<file path="src/rtl/core/tga_rle_pixel_decoder_defines.svh">
// ----------------------------------------------------------------------------
// tga_rle_pixel_decoder_defines
// assertion macros used by the decoder result back end (tgarle_back)
// ----------------------------------------------------------------------------
`ifndef TGA_RLE_PIXEL_DECODER_DEFINES_SVH
`define TGA_RLE_PIXEL_DECODER_DEFINES_SVH

// same-cycle implication
`define TGARLE_ASSERT_IMPL(name, ante, cons) \
    name: assert property (@(posedge clk) disable iff (!rst_n) (ante) |-> (cons)) \
        else $error("tgarle: assertion failed");

// next-cycle implication
`define TGARLE_ASSERT_NEXT(name, ante, cons) \
    name: assert property (@(posedge clk) disable iff (!rst_n) (ante) |=> (cons)) \
        else $error("tgarle: assertion failed");

`endif

</file>
<file path="src/rtl/core/tgarle_pkg.sv">
// ----------------------------------------------------------------------------
// tgarle_pkg
// types, constants and helpers for the run-length pixel decoder
// ----------------------------------------------------------------------------
package tgarle_pkg;

    localparam int LANES           = 4;
    localparam int MAX_PIXEL_BYTES = 4;
    localparam int LANE_PORTS      = 4;
    localparam int ACTIVE_LANES    = (LANES < 1) ? 1 :
                                     ((LANES > LANE_PORTS) ? LANE_PORTS : LANES);

    localparam int PIXEL_W  = 32;
    localparam int COUNT_W  = 3;
    localparam int LEFT_W   = 8;
    localparam int BIDX_W   = 2;
    localparam int SIZE_W   = 3;
    localparam int DEPTH_W  = 8;
    localparam int FRAME_W  = 32;
    localparam int CFG_IDX_W = 2;
    localparam int CFG_DATA_W = 32;

    localparam int QUEUE_DEPTH = 2;
    localparam int QPTR_W      = (QUEUE_DEPTH > 1) ? $clog2(QUEUE_DEPTH) : 1;
    localparam int QCNT_W      = $clog2(QUEUE_DEPTH + 1);

    localparam logic [CFG_IDX_W-1:0] REG_PIXEL_DEPTH  = CFG_IDX_W'(0);
    localparam logic [CFG_IDX_W-1:0] REG_FRAME_PIXELS = CFG_IDX_W'(1);

    localparam logic [DEPTH_W-1:0] DEPTH_RESET  = DEPTH_W'(32);
    localparam logic [FRAME_W-1:0] FRAME_RESET  = FRAME_W'(1);

    localparam logic [DEPTH_W-1:0] DEPTH_GREY   = DEPTH_W'(8);
    localparam logic [DEPTH_W-1:0] DEPTH_HI15   = DEPTH_W'(15);
    localparam logic [DEPTH_W-1:0] DEPTH_HI16   = DEPTH_W'(16);
    localparam logic [DEPTH_W-1:0] DEPTH_TRUE24 = DEPTH_W'(24);
    localparam logic [DEPTH_W-1:0] DEPTH_TRUE32 = DEPTH_W'(32);

    typedef enum logic [1:0] {
        ST_OK        = 2'd0,
        ST_TOO_LONG  = 2'd1,
        ST_BAD_DEPTH = 2'd2
    } status_t;

    typedef enum logic [1:0] {
        CMD_BAD_DEPTH = 2'd0,
        CMD_TOO_LONG  = 2'd1,
        CMD_RAW       = 2'd2,
        CMD_RUN       = 2'd3
    } cmd_kind_t;

    typedef struct packed {
        cmd_kind_t           kind;
        logic [PIXEL_W-1:0]  pixel;
        logic [LEFT_W-1:0]   count;
    } cmd_t;

    typedef struct packed {
        logic                busy;
        logic [FRAME_W-1:0]  pixels_done;
    } back_stat_t;

    function automatic logic [SIZE_W-1:0] bytes_per_pixel(input logic [DEPTH_W-1:0] depth);
        logic [SIZE_W-1:0] n;
        unique case (depth) inside
            DEPTH_GREY:             n = SIZE_W'(1);
            DEPTH_HI15, DEPTH_HI16: n = SIZE_W'(2);
            DEPTH_TRUE24:           n = SIZE_W'(3);
            DEPTH_TRUE32:           n = SIZE_W'(4);
            default:                n = '0;
        endcase
        if (int'(n) > MAX_PIXEL_BYTES)
        begin
            n = '0;
        end
        return n;
    endfunction

endpackage

</file>
<file path="src/rtl/core/tgarle_cmd_fifo.sv">
// ----------------------------------------------------------------------------
// tgarle_cmd_fifo
// short command queue between the byte front end and the result back end
// ----------------------------------------------------------------------------
module tgarle_cmd_fifo
    import tgarle_pkg::*;
(
    input  logic clk,
    input  logic rst_n,
    input  logic push_valid,
    output logic push_ready,
    input  cmd_t push_cmd,
    output logic pop_valid,
    input  logic pop,
    output cmd_t pop_cmd
);

    cmd_t              entry_reg [QUEUE_DEPTH];
    logic [QPTR_W-1:0] wr_ptr_reg;
    logic [QPTR_W-1:0] wr_ptr_next;
    logic [QPTR_W-1:0] rd_ptr_reg;
    logic [QPTR_W-1:0] rd_ptr_next;
    logic [QCNT_W-1:0] count_reg;
    logic [QCNT_W-1:0] count_next;
    logic              do_push;
    logic              do_pop;

    always_comb
    begin
        push_ready = (count_reg != QCNT_W'(QUEUE_DEPTH));
        pop_valid  = (count_reg != '0);
        pop_cmd    = entry_reg[rd_ptr_reg];
        do_push    = push_valid && push_ready;
        do_pop     = pop && pop_valid;

        wr_ptr_next = wr_ptr_reg;
        rd_ptr_next = rd_ptr_reg;
        count_next  = count_reg;
        if (do_push)
        begin
            wr_ptr_next = (wr_ptr_reg == QPTR_W'(QUEUE_DEPTH - 1)) ? '0 : wr_ptr_reg + 1'b1;
        end
        if (do_pop)
        begin
            rd_ptr_next = (rd_ptr_reg == QPTR_W'(QUEUE_DEPTH - 1)) ? '0 : rd_ptr_reg + 1'b1;
        end
        if (do_push && !do_pop)
        begin
            count_next = count_reg + 1'b1;
        end
        else if (do_pop && !do_push)
        begin
            count_next = count_reg - 1'b1;
        end
    end

    always_ff @(posedge clk or negedge rst_n)
    begin
        if (!rst_n)
        begin
            wr_ptr_reg <= '0;
            rd_ptr_reg <= '0;
            count_reg  <= '0;
        end
        else
        begin
            wr_ptr_reg <= wr_ptr_next;
            rd_ptr_reg <= rd_ptr_next;
            count_reg  <= count_next;
        end
    end

    always_ff @(posedge clk)
    begin
        if (do_push)
        begin
            entry_reg[wr_ptr_reg] <= push_cmd;
        end
    end

endmodule

</file>
<file path="src/rtl/core/tgarle_front.sv">
// ----------------------------------------------------------------------------
// tgarle_front
// takes stream bytes, parses packet headers and gathers pixel bytes
// ----------------------------------------------------------------------------
module tgarle_front
    import tgarle_pkg::*;
(
    input  logic               clk,
    input  logic               rst_n,
    input  logic               in_valid,
    output logic               in_ready,
    input  logic [7:0]         data_byte,
    input  logic [DEPTH_W-1:0] pixel_depth,
    input  logic [FRAME_W-1:0] frame_pixels,
    input  back_stat_t         back_stat,
    input  logic               q_valid,
    input  logic               q_ready,
    output logic               enq_valid,
    output cmd_t               enq_cmd
);

    typedef enum logic [1:0] {
        PH_HEADER = 2'b01,
        PH_PIXEL  = 2'b10
    } phase_t;

    phase_t             phase_reg;
    phase_t             phase_next;
    logic               repeat_reg;
    logic               repeat_next;
    logic [LEFT_W-1:0]  left_reg;
    logic [LEFT_W-1:0]  left_next;
    logic [BIDX_W-1:0]  bidx_reg;
    logic [BIDX_W-1:0]  bidx_next;
    logic [PIXEL_W-1:0] gather_reg;
    logic [PIXEL_W-1:0] gather_next;

    logic [SIZE_W-1:0]  size;
    logic               depth_bad;
    logic               drained;
    logic [LEFT_W-1:0]  hdr_count;
    logic               too_long;
    logic [PIXEL_W-1:0] shifted;
    logic [PIXEL_W-1:0] gathered;
    logic               complete;
    logic [LEFT_W-1:0]  left_dec;
    logic               fire;

    always_comb
    begin
        size      = bytes_per_pixel(pixel_depth);
        depth_bad = (size == '0);
        drained   = !q_valid && !back_stat.busy;
        hdr_count = {1'b0, data_byte[6:0]} + LEFT_W'(1);
        too_long  = ({1'b0, back_stat.pixels_done} + (FRAME_W + 1)'(hdr_count))
                    > {1'b0, frame_pixels};
        case (bidx_reg)
            2'd0:    shifted = {24'd0, data_byte};
            2'd1:    shifted = {16'd0, data_byte, 8'd0};
            2'd2:    shifted = {8'd0, data_byte, 16'd0};
            default: shifted = {data_byte, 24'd0};
        endcase
        gathered = gather_reg | shifted;
        complete = ({1'b0, bidx_reg} + SIZE_W'(1)) >= size;
        left_dec = left_reg - LEFT_W'(1);

        in_ready = q_ready && (depth_bad || (phase_reg == PH_PIXEL) || drained);
        fire     = in_valid && in_ready;

        phase_next  = phase_reg;
        repeat_next = repeat_reg;
        left_next   = left_reg;
        bidx_next   = bidx_reg;
        gather_next = gather_reg;
        enq_valid   = 1'b0;
        enq_cmd     = '{kind: CMD_RAW, pixel: gathered, count: left_reg};

        if (fire)
        begin
            if (depth_bad)
            begin
                enq_valid    = 1'b1;
                enq_cmd.kind = CMD_BAD_DEPTH;
            end
            else
            begin
                unique case (phase_reg)
                    PH_HEADER:
                    begin
                        if (too_long)
                        begin
                            enq_valid    = 1'b1;
                            enq_cmd.kind = CMD_TOO_LONG;
                        end
                        else
                        begin
                            left_next   = hdr_count;
                            repeat_next = data_byte[7];
                            bidx_next   = '0;
                            gather_next = '0;
                            phase_next  = PH_PIXEL;
                        end
                    end
                    PH_PIXEL:
                    begin
                        if (!complete)
                        begin
                            bidx_next   = bidx_reg + 1'b1;
                            gather_next = gathered;
                        end
                        else
                        begin
                            bidx_next   = '0;
                            gather_next = '0;
                            enq_valid   = 1'b1;
                            if (!repeat_reg)
                            begin
                                enq_cmd.kind = CMD_RAW;
                                left_next    = left_dec;
                                if (left_dec == '0)
                                begin
                                    phase_next = PH_HEADER;
                                end
                            end
                            else
                            begin
                                enq_cmd.kind = CMD_RUN;
                                left_next    = '0;
                                phase_next   = PH_HEADER;
                            end
                        end
                    end
                    default:
                    begin
                        phase_next = PH_HEADER;
                    end
                endcase
            end
        end
    end

    always_ff @(posedge clk or negedge rst_n)
    begin
        if (!rst_n)
        begin
            phase_reg  <= PH_HEADER;
            repeat_reg <= 1'b0;
            left_reg   <= '0;
            bidx_reg   <= '0;
            gather_reg <= '0;
        end
        else
        begin
            phase_reg  <= phase_next;
            repeat_reg <= repeat_next;
            left_reg   <= left_next;
            bidx_reg   <= bidx_next;
            gather_reg <= gather_next;
        end
    end

endmodule

</file>
<file path="src/rtl/core/tgarle_back.sv">
// ----------------------------------------------------------------------------
// tgarle_back
// executes queued commands, counts frame pixels and holds the result beat
// ----------------------------------------------------------------------------
`include "tga_rle_pixel_decoder_defines.svh"

module tgarle_back
    import tgarle_pkg::*;
(
    input  logic               clk,
    input  logic               rst_n,
    input  logic               q_valid,
    input  cmd_t               q_cmd,
    output logic               q_pop,
    input  logic [FRAME_W-1:0] frame_pixels,
    output back_stat_t         back_stat,
    output logic               out_valid,
    input  logic               out_ready,
    output logic [PIXEL_W-1:0] pixel_a,
    output logic [PIXEL_W-1:0] pixel_b,
    output logic [PIXEL_W-1:0] pixel_c,
    output logic [PIXEL_W-1:0] pixel_d,
    output logic [COUNT_W-1:0] pixel_count,
    output logic               run_end,
    output logic               frame_done,
    output logic [1:0]         status
);

    logic               busy_reg;
    cmd_kind_t          kind_reg;
    logic [PIXEL_W-1:0] pixel_reg;
    logic [LEFT_W-1:0]  left_reg;
    logic [FRAME_W-1:0] pd_reg;
    logic [FRAME_W-1:0] pd_next;

    logic               out_valid_reg;
    logic [PIXEL_W-1:0] out_lane_reg [LANE_PORTS];
    logic [PIXEL_W-1:0] lane_next [LANE_PORTS];
    logic [COUNT_W-1:0] out_count_reg;
    logic               out_run_end_reg;
    logic               out_done_reg;
    status_t            out_status_reg;
    status_t            status_next;

    logic               can_emit;
    logic               emit;
    logic               is_pixel;
    logic [COUNT_W-1:0] n;
    logic               last;
    logic [FRAME_W:0]   sum;
    logic               hit;

    always_comb
    begin
        can_emit = !out_valid_reg || out_ready;
        emit     = busy_reg && can_emit;
        is_pixel = (kind_reg == CMD_RAW) || (kind_reg == CMD_RUN);

        case (kind_reg)
            CMD_RUN:
            begin
                n    = (left_reg > LEFT_W'(ACTIVE_LANES)) ? COUNT_W'(ACTIVE_LANES)
                                                          : left_reg[COUNT_W-1:0];
                last = (left_reg <= LEFT_W'(ACTIVE_LANES));
            end
            CMD_RAW:
            begin
                n    = COUNT_W'(1);
                last = 1'b1;
            end
            default:
            begin
                n    = '0;
                last = 1'b1;
            end
        endcase

        sum = {1'b0, pd_reg} + (FRAME_W + 1)'(n);
        hit = sum >= {1'b0, frame_pixels};

        case (kind_reg)
            CMD_BAD_DEPTH: status_next = ST_BAD_DEPTH;
            CMD_TOO_LONG:  status_next = ST_TOO_LONG;
            default:       status_next = ST_OK;
        endcase

        pd_next = pd_reg;
        if (kind_reg == CMD_TOO_LONG)
        begin
            pd_next = '0;
        end
        else if (is_pixel)
        begin
            pd_next = hit ? '0 : sum[FRAME_W-1:0];
        end

        for (int i = 0; i < LANE_PORTS; i++)
        begin
            lane_next[i] = (is_pixel && (i < int'(n))) ? pixel_reg : '0;
        end

        q_pop = q_valid && (!busy_reg || (emit && last));

        back_stat.busy        = busy_reg;
        back_stat.pixels_done = pd_reg;

        out_valid   = out_valid_reg;
        pixel_a     = out_lane_reg[0];
        pixel_b     = out_lane_reg[1];
        pixel_c     = out_lane_reg[2];
        pixel_d     = out_lane_reg[3];
        pixel_count = out_count_reg;
        run_end     = out_run_end_reg;
        frame_done  = out_done_reg;
        status      = out_status_reg;
    end

    always_ff @(posedge clk or negedge rst_n)
    begin
        if (!rst_n)
        begin
            busy_reg      <= 1'b0;
            kind_reg      <= CMD_RAW;
            left_reg      <= '0;
            pd_reg        <= '0;
            out_valid_reg <= 1'b0;
        end
        else
        begin
            if (q_pop)
            begin
                busy_reg <= 1'b1;
                kind_reg <= q_cmd.kind;
                left_reg <= q_cmd.count;
            end
            else if (emit && last)
            begin
                busy_reg <= 1'b0;
            end
            else if (emit)
            begin
                left_reg <= left_reg - LEFT_W'(n);
            end

            if (emit)
            begin
                out_valid_reg <= 1'b1;
                pd_reg        <= pd_next;
            end
            else if (out_ready)
            begin
                out_valid_reg <= 1'b0;
            end
        end
    end

    always_ff @(posedge clk)
    begin
        if (q_pop)
        begin
            pixel_reg <= q_cmd.pixel;
        end
        if (emit)
        begin
            out_lane_reg    <= lane_next;
            out_count_reg   <= n;
            out_run_end_reg <= last;
            out_done_reg    <= is_pixel && hit;
            out_status_reg  <= status_next;
        end
    end

    // error beats carry no pixels and close the byte
    `TGARLE_ASSERT_IMPL(a_err_beat_empty, out_valid_reg && (out_status_reg != ST_OK), (out_count_reg == '0) && out_run_end_reg && !out_done_reg)
    // an active run always has pixels left
    `TGARLE_ASSERT_IMPL(a_run_has_left, busy_reg && (kind_reg == CMD_RUN), left_reg != '0)
    // a run that is not on its last beat keeps going
    `TGARLE_ASSERT_NEXT(a_run_continues, emit && !last, busy_reg && (kind_reg == CMD_RUN))
    // frame completion restarts the pixel count
    `TGARLE_ASSERT_NEXT(a_frame_restart, emit && is_pixel && hit, pd_reg == '0)

endmodule

</file>
<file path="src/rtl/core/tga_rle_pixel_decoder.sv">
// ----------------------------------------------------------------------------
// tga_rle_pixel_decoder
// run-length pixel stream decoder, one compressed byte per beat
// ----------------------------------------------------------------------------
// input channel in_valid/in_ready carries data_byte; output channel
// out_valid/out_ready carries up to four pixel lanes, pixel_count, run_end,
// frame_done and status. cfg_valid/cfg_ready writes pixel_depth (index 0)
// and frame_pixels (index 1); cfg_ready is always high.
// a byte that completes a pixel, or an error byte, passes the command queue
// and command register to the output register. raw pixels give one beat
// each; a repeat packet gives ceil(count/4) beats at one per unstalled cycle.
// pixel bytes are taken at one per cycle while the two-entry command queue
// has room; a packet header waits until queue and result unit are empty,
// since its length check needs the final pixel count of the frame.
// reset returns the parser to expect a header, clears the pixel count and
// sets pixel_depth to 32 and frame_pixels to 1. a stalled output holds its
// beat; the queue keeps taking bytes until it fills, then in_ready drops.
// ----------------------------------------------------------------------------
module tga_rle_pixel_decoder
    import tgarle_pkg::*;
(
    input  logic                  clk,
    input  logic                  rst_n,
    input  logic                  in_valid,
    output logic                  in_ready,
    input  logic [7:0]            data_byte,
    output logic                  out_valid,
    input  logic                  out_ready,
    output logic [PIXEL_W-1:0]    pixel_a,
    output logic [PIXEL_W-1:0]    pixel_b,
    output logic [PIXEL_W-1:0]    pixel_c,
    output logic [PIXEL_W-1:0]    pixel_d,
    output logic [COUNT_W-1:0]    pixel_count,
    output logic                  run_end,
    output logic                  frame_done,
    output logic [1:0]            status,
    input  logic                  cfg_valid,
    output logic                  cfg_ready,
    input  logic [CFG_IDX_W-1:0]  cfg_index,
    input  logic [CFG_DATA_W-1:0] cfg_data
);

    logic [DEPTH_W-1:0] depth_reg;
    logic [FRAME_W-1:0] frame_reg;

    back_stat_t back_stat;
    logic       enq_valid;
    cmd_t       enq_cmd;
    logic       q_ready;
    logic       q_valid;
    cmd_t       q_cmd;
    logic       q_pop;

    assign cfg_ready = 1'b1;

    always_ff @(posedge clk or negedge rst_n)
    begin
        if (!rst_n)
        begin
            depth_reg <= DEPTH_RESET;
            frame_reg <= FRAME_RESET;
        end
        else if (cfg_valid && cfg_ready)
        begin
            case (cfg_index)
                REG_PIXEL_DEPTH:  depth_reg <= cfg_data[DEPTH_W-1:0];
                REG_FRAME_PIXELS: frame_reg <= cfg_data[FRAME_W-1:0];
                default:          ;
            endcase
        end
    end

    tgarle_front u_front (
        .clk          (clk),
        .rst_n        (rst_n),
        .in_valid     (in_valid),
        .in_ready     (in_ready),
        .data_byte    (data_byte),
        .pixel_depth  (depth_reg),
        .frame_pixels (frame_reg),
        .back_stat    (back_stat),
        .q_valid      (q_valid),
        .q_ready      (q_ready),
        .enq_valid    (enq_valid),
        .enq_cmd      (enq_cmd)
    );

    tgarle_cmd_fifo u_queue (
        .clk        (clk),
        .rst_n      (rst_n),
        .push_valid (enq_valid),
        .push_ready (q_ready),
        .push_cmd   (enq_cmd),
        .pop_valid  (q_valid),
        .pop        (q_pop),
        .pop_cmd    (q_cmd)
    );

    tgarle_back u_back (
        .clk          (clk),
        .rst_n        (rst_n),
        .q_valid      (q_valid),
        .q_cmd        (q_cmd),
        .q_pop        (q_pop),
        .frame_pixels (frame_reg),
        .back_stat    (back_stat),
        .out_valid    (out_valid),
        .out_ready    (out_ready),
        .pixel_a      (pixel_a),
        .pixel_b      (pixel_b),
        .pixel_c      (pixel_c),
        .pixel_d      (pixel_d),
        .pixel_count  (pixel_count),
        .run_end      (run_end),
        .frame_done   (frame_done),
        .status       (status)
    );

endmodule

</file>
<file path="config.mk">
export PLATFORM = sky130hd
export DESIGN_NAME = tga_rle_pixel_decoder
export DESIGN_NICKNAME = d
export VERILOG_FILES = /design/src/rtl/core/tgarle_pkg.sv /design/src/rtl/core/tgarle_cmd_fifo.sv /design/src/rtl/core/tgarle_front.sv /design/src/rtl/core/tgarle_back.sv /design/src/rtl/core/tga_rle_pixel_decoder.sv
export VERILOG_INCLUDE_DIRS = /design/src /design/src/rtl/core
export SDC_FILE = /design/constraint.sdc
export NUM_CORES = 1
export LEC_CHECK = 0
export ABC_AREA = 1
export BUFFER_PORTS_ARGS = -buffer_cell sky130_fd_sc_hd__buf_2
export CAP_MARGIN = 10
export CORE_ASPECT_RATIO = 1.25
export CORE_UTILIZATION = 64
export CTS_CLUSTER_SIZE = 24
export DETAILED_ROUTE_END_ITERATION = 6
export HOLD_SLACK_MARGIN = 0.15
export PLACE_DENSITY = 0.85
export REMOVE_ABC_BUFFERS = 1
export SLEW_MARGIN = 10
export SYNTH_ARGS = -nofsm -noshare
export SYNTH_HDL_FRONTEND = slang
export SYNTH_SLANG_ARGS = --single-unit
export TNS_END_PERCENT = 30
</file>
<file path="constraint.sdc">
create_clock -name clk -period 12 [get_ports clk]
set_input_delay 0.6 -clock clk [delete_from_list [all_inputs] [get_ports clk]]
set_output_delay 0.6 -clock clk [all_outputs]
set_load 0.005 [all_outputs]
</file>
**Word-level counts from Yosys, hierarchy flattened**

Memories as Yosys holds them, arrays and structs flattened.
Index checks and enable logic that the tools add are counted.
W data, S select, Z words.

- RAM bits: 84
- Memories kept: 1
- Logic and storage cells: 162
- Register bits after elaboration: 300
- Bits of input ports: 47
- Output and inout port bits: 138

- Mux-type cells: 49
- Equality and inequality tests: 18
- Bitwise gates (word level): 3
- Add/sub/neg operators: 11
- Reductions and logical operators: 46
- $lt $le $gt $ge: 10

Memory list:

| memory | words | width | read ports | clocked after Yosys merged registers in | write ports | RTL line | source |
|---|---|---|---|---|---|---|---|
| u_queue.entry_reg | 2 | 42 | 1 | 0 | 1 | tgarle_cmd_fifo.sv:18 | `cmd_t entry_reg [QUEUE_DEPTH];` |

Operators by type and width:

| cell | count |
|---|---|
| $mux W32 | 5 |
| $pmux W32 S3 | 1 |
| $pmux W32 S2 | 1 |
| $mux W8 | 6 |
| $add A32 B3 Y33 | 1 |
| $add A32 B8 Y33 | 1 |
| $ge A33 B32 Y1 | 1 |
| $gt A33 B32 Y1 | 1 |
| $or A32 B32 Y32 | 1 |
| $mux W2 | 12 |
| $eq A8 B4 Y1 const B | 2 |
| $eq A8 B5 Y1 const B | 2 |
| $pmux W2 S2 | 4 |
| $pmux W8 S2 | 1 |
| $logic_and A1 B1 Y1 | 15 |
| $mux W1 | 14 |
| $reduce_bool A2 Y1 | 7 |
| $pmux W3 S4 | 1 |
| $reduce_and A5 Y1 | 2 |
| $add A7 B1 Y8 const B | 1 |
| $eq A2 B1 Y1 const B | 4 |
| $eq A2 B2 Y1 const B | 4 |
| $eq A8 B6 Y1 const B | 1 |
| $gt A8 B3 Y1 const B | 1 |
| 26 further kinds | 48 |

**Depth between registers and ports, before layout**

Gate-level depths: netlist (run 1).

- Depth in word-level cells: 16
- Depth in mapped cells: 35
- Mapped depth without buffers: 34

**By module**

A second synthesis (run 1) with hierarchy kept.

- Cell total of the unflattened synthesis: 2095
- Area, all modules: 19824.0 um^2

By module, submodules not included:

| module | seq. area each (um^2) | cells each | area an instance (um^2) | times used |
|---|---|---|---|---|
| tgarle_back | 6117.1 | 969 | 10048.4 | 1 |
| tgarle_front | 1127.3 | 697 | 4695.8 | 1 |
| tgarle_cmd_fifo | 2622.5 | 248 | 3385.7 | 1 |
| tga_rle_pixel_decoder | 1003.5 | 181 | 1694.1 | 1 |

**Worst setup path before layout (run 1)**

No wires, ideal clock.

- Kind: input to register
- Start: input data_byte[0]
- End: memory u_queue.entry_reg[1][0] (netlist name), enable pin
- Arrival time: 5.715 ns
- Required time: 11.559 ns
- Setup time: 0.441 ns
- Stages on the path: 25
- Path buffers: 1
- Setup slack: 5.844 ns
- Cells stage by stage: ha_1 > nand3_1 > nor2_1 > or2_2 > inv_1 > ha_1 > a21o_1 > a21oi_1 > o21ai_0 > a21boi_1 > nor2_1 > nand2_1 > xor2_1 > ha_1 > nand2_1 > nor4_1 > a21oi_1 > nor2_1 > nor2_2 > nand2_2 > nand3_2 > buf_6 > nand2_1 > nand2_1 > nor2_1

- Cells in the longest elaborated chain, start to end: 10

RTL lines:

| what | RTL line | source |
|---|---|---|
| start, declared | tga_rle_pixel_decoder.sv:26 | `input logic [7:0] data_byte,` |
| $add A7 B1 Y8 | tgarle_front.sv:54 | `hdr_count = {1'b0, data_byte[6:0]} + LEFT_W'(1);` |
| $add A32 B8 Y33 | tgarle_front.sv:55 | `too_long = ({1'b0, back_stat.pixels_done} + (FRAME_W + 1)'(hdr_count))` |
| $gt A33 B32 Y1 | tgarle_front.sv:56 | `> {1'b0, frame_pixels};` |
| $mux W1 | tgarle_front.sv:90 | `if (too_long)` |
| $pmux W1 S2 | tgarle_front.sv:87 | `unique case (phase_reg)` |
| $mux W1 | tgarle_front.sv:80 | `if (depth_bad)` |
| $mux W1 | tgarle_front.sv:78 | `if (fire)` |
| $logic_and A1 B1 Y1 | tgarle_cmd_fifo.sv:33 | `do_push = push_valid && push_ready;` |
| $mux W1 | tgarle_cmd_fifo.sv:75 | `if (do_push)` |
| $mux W1 (implied by the code) | tgarle_cmd_fifo.sv:77 | `entry_reg[wr_ptr_reg] <= push_cmd;` |
| end, declared | tgarle_cmd_fifo.sv:18 |  |

No other way between the ends.

**Worst setup path after layout (run 1)**

- Start: register u_back.left_reg[1]
- End: register u_back.pd_reg[5]

- Cells in the longest elaborated chain, start to end: 8

RTL lines:

| what | RTL line | source |
|---|---|---|
| start, declared | tgarle_back.sv:32 | `logic [LEFT_W-1:0] left_reg;` |
| start signal, assigned | tgarle_back.sv:134 | `left_reg <= q_cmd.count;` |
| start signal, assigned | tgarle_back.sv:142 | `left_reg <= left_reg - LEFT_W'(n);` |
| $gt A8 B3 Y1 | tgarle_back.sv:62 | `n = (left_reg > LEFT_W'(ACTIVE_LANES)) ? COUNT_W'(ACTIVE_LANES)` |
| $mux W3 * | tgarle_back.sv:62 |  |
| $pmux W3 S2 * | tgarle_back.sv:59 | `case (kind_reg)` |
| via u_back.n[1] | tgarle_back.sv:48 | `logic [COUNT_W-1:0] n;` |
| $add A32 B3 Y33 * | tgarle_back.sv:78 | `sum = {1'b0, pd_reg} + (FRAME_W + 1)'(n);` |
| $ge A33 B32 Y1 | tgarle_back.sv:79 | `hit = sum >= {1'b0, frame_pixels};` |
| $mux W32 * | tgarle_back.sv:94 | `pd_next = hit ? '0 : sum[FRAME_W-1:0];` |
| $mux W32 * | tgarle_back.sv:92 | `else if (is_pixel)` |
| $mux W32 * | tgarle_back.sv:88 | `if (kind_reg == CMD_TOO_LONG)` |
| end signal, assigned | tgarle_back.sv:148 | `pd_reg <= pd_next;` |
| end, declared | tgarle_back.sv:33 | `logic [FRAME_W-1:0] pd_reg;` |

The timed path passes the listed nets; every way through them passes the cells marked *. The select of a mux whose other input is x is not followed.
A chain may end at the register's enable or synchronous reset.

==> impl_metrics.json, run 1 <==
{
  "synthArstFlopShare_pct": 34.64,
  "dp_hpwl_um": 31690,
  "tritoncts": "done",
  "coreArea_um2": 28660,
  "postCtsSetupRepairBufs": 0,
  "wl_met1_um": 15850,
  "reg2reg_slack_ns": 5.89,
  "finalCriticalPeriod_ns": 6.113,
  "crit_fanout": 24,
  "clock_latency_ns": 0.55,
  "die_area_um2": 30080,
  "syn2layout_area_growth_pct": 13.06,
  "drc": 7,
  "netSwitchingPower_mw": 1.758,
  "wl_per_cell_um": 18.08,
  "ios": 185,
  "synth_edf_count": 251,
  "internal_power_mw": 3.177,
  "synth_cell_type_count": 55,
  "end_kind": "register",
  "synth_cells": 1893,
  "crit_top_cell": "nand2_1",
  "finalSetupViolations": 0,
  "required_ns": 12.43,
  "ant_nets": 0,
  "layout_commonest_cell": "nand2_1",
  "crit_type": "reg2reg",
  "p_leak_nw": 10.10,
  "crit_path_max_incr_delay_ns": 0.99,
  "max_freq_mhz": 163.6,
  "clock_power_share_pct": 23.1,
  "antenna_found_initial": 1,
  "root_buffer": "clkbuf_16",
  "fp.dieW_um": 155.3,
  "tightest_slew_ns": 1.231,
  "pre_cts_slack_ns": 6.006,
  "final_max_slew_viol_count": 0,
  "sw_frac_of_total_pct": 35.62,
  "violations": "design-rule violations",
  "ys_ff_latch": 384,
  "post_route_cells_drive_above_1_share_pct": 15.83,
  "met3_length_um": 2489,
  "met2_length_um": 23940,
  "status": "finished, violations left",
  "fp-row-count": 69,
  "finalHoldWorstSlack_ns": 0.2930,
  "cap_violations": 0,
  "period_share_pct": 50.94,
  "nets": 2218,
  "die_y_um": 193.7,
  "routed.top_layer": "met4",
  "fin_worst_skew_ns": 0.01096,
  "avgSynthCellArea_um2": 9.936,
  "io_buffers": 183,
  "grt_max_degree": 88,
  "grt.total_usage_pct": 30.89,
  "timing.final.ws_setup_ns": 5.887,
  "drt_pass1_iterations": 7,
  "rsz0062_at_grt": "false",
  "clock_sinks": 384,
  "power_density_nw_per_um2": 232.1,
  "final_cell_mix": "461 x nand2_1, 251 x edfxtp_1, 229 x inv_1, 195 x nor2_1, 182 x buf_2",
  "place_congestion": 1.012,
  "grt_pass1_wl_um": 71930,
  "cts_buffer_depth": 3,
  "drtIter0Drc": 1101,
  "comb_power_share_pct": 32.1,
  "cts_buffers": 38,
  "worst_setup_path_start_kind": "register",
  "dpl_cell_area_um2": 20060,
  "synth_flop_cell": "edfxtp_1",
  "relSlewSlack_pct": 17.75,
  "ys_warn_count": 0,
  "totalWireLength_um": 45100,
  "crit_path_top_delay_cell": "nor3_1",
  "grt_pass1_vias": 14230,
  "hold_viol_final": 0,
  "fillers": 1959,
  "vias_per_cell": 5.597,
  "start_util_pct": 65.62,
  "syn-cell-area_um2": 18810,
  "regArea_um2": 10870,
  "worst-endpoint-arrival_ns": 6.54,
  "route.vias.total": 13960,
  "path_clk_slew_ns": 0.06,
  "ir_drop_v": 0.0001333,
  "globalRouteOverflowTotal": 0,
  "synth-seq-area-share_pct": 57.80,
  "fin_setup_tns_ns": 0,
  "fin_area_um2": 21260,
  "multi_input_area_um2": 6769,
  "min_path_type": "in2reg",
  "largest_reg_flops": 84,
  "htree_levels": 2,
  "p_seq_share_pct": 44.8
}
-- power by group through the flow --
stage | logic [mW] | clock network (mW) | registers, mW
2_1_floorplan | 0.891 | 0 | 2.25
3_3_place_gp | 1.48 | 0 | 2.20
3_5_place_dp | 1.56 | 0 | 2.23
4_1_cts | 1.59 | 1.15 | 2.21
5_1_grt | 1.76 | 1.21 | 2.25
6_report | 1.59 | 1.14 | 2.21
-- critical path, delay by kind of cell (launching register included) --
family | cells | cell delay, ns
flip-flops | 1 | 0.39
adder cells (fa/ha/maj) | 2 | 0.51
AO/OA/AOI/OAI | 1 | 0.18
XOR/XNOR | 1 | 0.15
buffers and inverters | 3 | 0.63
AND/OR/NAND/NOR | 18 | 4.12
-- Yosys cell counts (all sizes together) (5+ instances only) --
cell    count  area, µm²
xnor2      13      113.9
dfrtp     129       3228
inv       231      867.1
o21a        5      37.54
a21oi      67      339.1
nor4        9      56.30
nand4      56      356.6
edfxtp    251       7537
o21ai      74      449.2
nor2      213      859.6
ha         95       1189
or2         5      31.28
nand2     484       1879
o21bai     32      240.2
nor3       14      70.07
o211ai      6      45.04
buf        23      163.9
a31oi       6      37.54
xor2       61      534.3
clkbuf     38      145.1
nand3      46      255.3
-- final timing paths --
kind | startpoint | endpoint | cells past startpoint
setup / recovery | u_back.left_reg[1] | u_back.pd_reg[5] | 25
hold / removal | cfg_data[0] | frame_reg[0] | 3
setup reg to reg | u_back.left_reg[1] | u_back.pd_reg[5] | 25
hold reg to reg | u_front.phase_reg[0] | u_front.phase_reg[0] | 2
max in group asynchronous | rst_n | u_back.left_reg[6] | 3
min in group asynchronous | rst_n | frame_reg[8] | 2
-- cell families (layout without fill, tap and decap cells) --
kind of cell             after synthesis  in the layout  share of synthesized area, %
AO/OA/AOI/OAI                        205            205                         6.792
XOR/XNOR                              74             74                         3.446
adder cells (fa/ha/maj)               98             98                         6.639
buffers and inverters                296            506                         6.333
flip-flops                           384            384                         57.80
multiplexers                           1              1                       0.05322
other                                  1              2                       0.01994
AND/OR/NAND/NOR                      834            834                         18.92
-- area by class of cell --
class | count | share of cell area (%)
antenna | 1 | 0.01177
multi-input combinational | 1213 | 31.83
tap | 390 | 2.295
sequential | 384 | 51.12
inverter | 235 | 4.160
clock inverter | 18 | 0.6531
clock buffer | 52 | 4.960
timing repair buffer | 201 | 4.966
-- through the flow --
step,power [mW],util (%),cells
after CTS,4.952,74.18,2493
after detailed placement,3.796,69.98,2422
after global placement,3.688,69.98,2422
final,4.935,74.19,2494
after global routing,5.221,74.19,2494
after floorplan,3.142,-,1832
-- metal layers --
metal | up-vias | global-route usage (%)
met5 | - | 0
met4 | 0 | 19.72
met3 | 176 | 4.560
met2 | 598 | 56.02
met1 | 6598 | 33.37
li1 | 6586 | -
-- repair_timing --
action,4_1_cts,5_1_grt
gates resized for setup,0,0
hold endpoints to repair,38,0
hold buffers,1,0
Note: power is estimated with default switching activity, not from simulation.
==> inputs of run 2 (changes only) <==
--- a/config.mk
+++ b/config.mk
@@ -6,15 +6,15 @@
 export SDC_FILE = /design/constraint.sdc
 export NUM_CORES = 1
 export LEC_CHECK = 0
-export ABC_AREA = 1
+export ABC_AREA = 0
 export BUFFER_PORTS_ARGS = -buffer_cell sky130_fd_sc_hd__buf_2
 export CAP_MARGIN = 10
 export CORE_ASPECT_RATIO = 1.25
-export CORE_UTILIZATION = 64
+export CORE_UTILIZATION = 54
 export CTS_CLUSTER_SIZE = 24
 export DETAILED_ROUTE_END_ITERATION = 6
 export HOLD_SLACK_MARGIN = 0.15
-export PLACE_DENSITY = 0.85
+export PLACE_DENSITY = 0.77
 export REMOVE_ABC_BUFFERS = 1
 export SLEW_MARGIN = 10
 export SYNTH_ARGS = -nofsm -noshare
==> constraint.sdc (replaced) <==
create_clock -name clk -period 5.3 [get_ports clk]
set_input_delay 0.265 -clock clk [delete_from_list [all_inputs] [get_ports clk]]
set_output_delay 0.265 -clock clk [all_outputs]
set_load 0.005 [all_outputs]
==> run 2 against run 1 <==
Effect of this change:
- the run still ends with design-rule violations left
- largest cell class unchanged
- global-route usage fell by 7.5 points
- power is 110% higher
- largest power group unchanged
- first-iteration DRC count down 21%
- sequential cell count unchanged
- critical path type unchanged
- highest routed layer unchanged
==> impl_metrics.json, run 2 <==
{
  "final_cell_mix": "251 x edfxtp_1, 182 x buf_2, 127 x dfrtp_1, 99 x nand2_1, 94 x ha_1",
  "fin_worst_skew_ns": 0.01741,
  "fp.dieW_um": 166.4,
  "required_ns": 5.75,
  "place_congestion": 0.8563,
  "period_share_pct": 97.59,
  "synth_compound_area_share_pct": 9.017,
  "tightest_slew_ns": 1.132,
  "grt_max_degree": 87,
  "synth_top_area_share_pct": 41.31,
  "stdcell_count": 2184,
  "ys_warn_count": 0,
  "status": "finished, violations left",
  "grt_pass1_wl_um": 64030,
  "p_leak_nw": 9.670,
  "ir_drop_v": 0.0002668,
  "cts_buffers": 39,
  "post_route_cells_drive_above_1_share_pct": 25.25,
  "diodes": 0,
  "dp_hpwl_um": 27480,
  "coreArea_um2": 32960,
  "violations": "design-rule violations",
  "synth_flop_cell": "edfxtp_1",
  "die_y_um": 207.5,
  "yosys.area_share.simple_pct": 12.64,
  "clock_sinks": 384,
  "largest_reg_flops": 84,
  "fp-row-count": 74,
  "clock_latency_ns": 0.54,
  "dp_cells": 2073,
  "synthTopCellsByCount": "251 x edfxtp_1, 129 x dfrtp_1, 99 x nand2_1",
  "max_freq_mhz": 193.3,
  "rsz0062_at_grt": "true",
  "drt_pass1_iterations": 7,
  "route.vias.total": 12120,
  "root_buffer": "clkbuf_16",
  "io_buffers": 183,
  "die_area_um2": 34530,
  "start_util_pct": 55.36,
  "tritoncts": "done",
  "totalWireLength_um": 40450,
  "nets": 1880,
  "cts_buffer_depth": 3,
  "syn2layout_area_growth_pct": 19.40,
  "grt_pass1_vias": 12370,
  "htree_levels": 2,
  "synth.most_common_cell": "edfxtp_1",
  "globalRouteOverflowTotal": 0,
  "hold_viol_final": 0,
  "synth-seq-area-share_pct": 59.58,
  "relSlewSlack_pct": 24.56,
  "ant_nets": 0,
  "synthMuxAreaShare_pct": 5.081,
  "synth_cell_type_count": 75,
  "wl_per_cell_um": 18.52,
  "min_path_type": "in2async",
  "fin_setup_tns_ns": 0,
  "power_density_nw_per_um2": 473.3,
  "antenna_found_initial": 0,
  "synth_top_cell_by_area": "edfxtp_1",
  "final_max_slew_viol_count": 0,
  "grt.total_usage_pct": 23.40,
  "r2r_cells": 23,
  "synth_area_leaders": "edfxtp_1 41%, dfrtp_1 18%, ha_1 6.5%",
  "cap_violations": 0,
  "syn-cell-area_um2": 18250,
  "crit_type": "reg2reg",
  "crit_fanout": 5,
  "worst-endpoint-arrival_ns": 5.62,
  "ys_ff_latch": 384,
  "fin_area_um2": 21790,
  "synth_edf_count": 251,
  "finalSetupViolations": 0,
  "path_clk_slew_ns": 0.06,
  "synth_top_family_by_area": "simple AND/OR/NAND/NOR gates",
  "layout_commonest_cell": "edfxtp_1",
  "synthAdderAreaFrac_pct": 6.844,
  "drtIter0Drc": 865,
  "ios": 185,
  "end_kind": "register",
  "finalHoldWorstSlack_ns": 0.1671,
  "synthArstFlopShare_pct": 34.64,
  "vias_per_cell": 5.548,
  "finalCriticalPeriod_ns": 5.172,
  "worst_setup_path_start_kind": "register",
  "synthXorXnorAreaFrac_pct": 3.360,
  "drc": 21,
  "fin_util_pct": 66.09,
  "dpl_cell_area_um2": 20040,
  "avgSynthCellArea_um2": 12.52,
  "synth_cells": 1457
}
-- run 2: changes by cell type in the layout (fill, tap and decap cells not counted), moves of 30 or more --
cell / previous run / this run
and2_1: 0 / 68
buf_4: 18 / 75
dlygate4sd3_1: 1 / 35
inv_1: 229 / 93
mux2_2: 0 / 73
nand2_1: 461 / 99
nand4_1: 55 / 15
nor2_1: 195 / 37
nor2b_1: 0 / 74
o21bai_1: 32 / 2
o31ai_1: 0 / 33
xor2_1: 61 / 25
-- run 2: worst max-delay path: stages (launching register included) --
cell,delay [ns]
dfrtp_2,0.47
ha_1,0.31
a21o_1,0.15
a21o_1,0.19
a21o_1,0.20
a31oi_1,0.27
o21ai_1,0.26
buf_4,0.21
nand3_1,0.09
xnor2_1,0.13
ha_1,0.28
and4_1,0.22
a221oi_1,0.39
nand4_1,0.24
nor3_4,0.27
nor2_1,0.09
a41oi_1,0.29
buf_4,0.24
buf_4,0.13
inv_1,0.05
ha_1,0.18
xor2_1,0.14
nor2_1,0.11
xor2_1,0.17
-- run 2: worst paths after layout --
check / from / end / slack (ns)
setup / recovery: u_back.pd_reg[1] / u_queue.count_reg[1] / 0.13
hold / removal: rst_n / frame_reg[21] / 0.17
setup reg to reg: u_back.pd_reg[1] / u_queue.count_reg[1] / 0.13
hold reg to reg: u_front.gather_reg[28] / u_front.gather_reg[28] / 0.48
max in group asynchronous: rst_n / u_back.pd_reg[1] / 3.97
min in group clk: data_byte[4] / u_queue.entry_reg[0][36] / 0.17
-- run 2: repair_timing --
item                                    CTS  global route
resized for setup                         9            18
cloned                                    1             1
endpoints found under the hold margin    65             0
endpoints found under the setup margin  110            55
hold buffers                             35             0
buffers inserted                          0             1
pin swaps                                 3             2
-- run 2: layer usage --
layer | global-route usage, % | vias to the layer above | share of wire (%)
li1 | - | 5793 | -
met5 | 0 | - | 0
met2 | 42.44 | 362 | 52
met3 | 3.680 | 103 | 4.9
met1 | 27.35 | 5858 | 39
met4 | 10.09 | 0 | 4.1
-- run 2: power by group --
part / internal (mW) / switching (mW)
clock: 1.49 / 1.12
sequential: 4.39 / 0.495
combinational: 1.23 / 1.59
total: 7.11 / 3.21
-- run 2: logic make-up after synthesis --
family | Yosys count
adder cells (fa/ha/maj) | 98
multiplexers | 83
XOR/XNOR | 70
buffers and inverters | 156
other | 1
AND/OR/NAND/NOR | 422
AO/OA/AOI/OAI | 243
flip-flops | 384
-- run 2: stage by stage --
stage               setup slack (ns)  power (mW)
finish                        0.1275       10.31
global route                 -0.1598       10.86
CTS                          0.01699       10.33
detailed placement           -0.5284       7.677
global placement             -0.4888       7.534
floorplan                    -0.7518       6.401
-- run 2: area by class of cell --
class                      instances  area, µm²
clock inverter                    12      81.33
fill                            2438      11180
timing repair buffer             296       1904
inverter                          95      356.6
multi-input combinational        919       6912
tap                              418      523.0
sequential                       384      10870
clock buffer                      60       1136
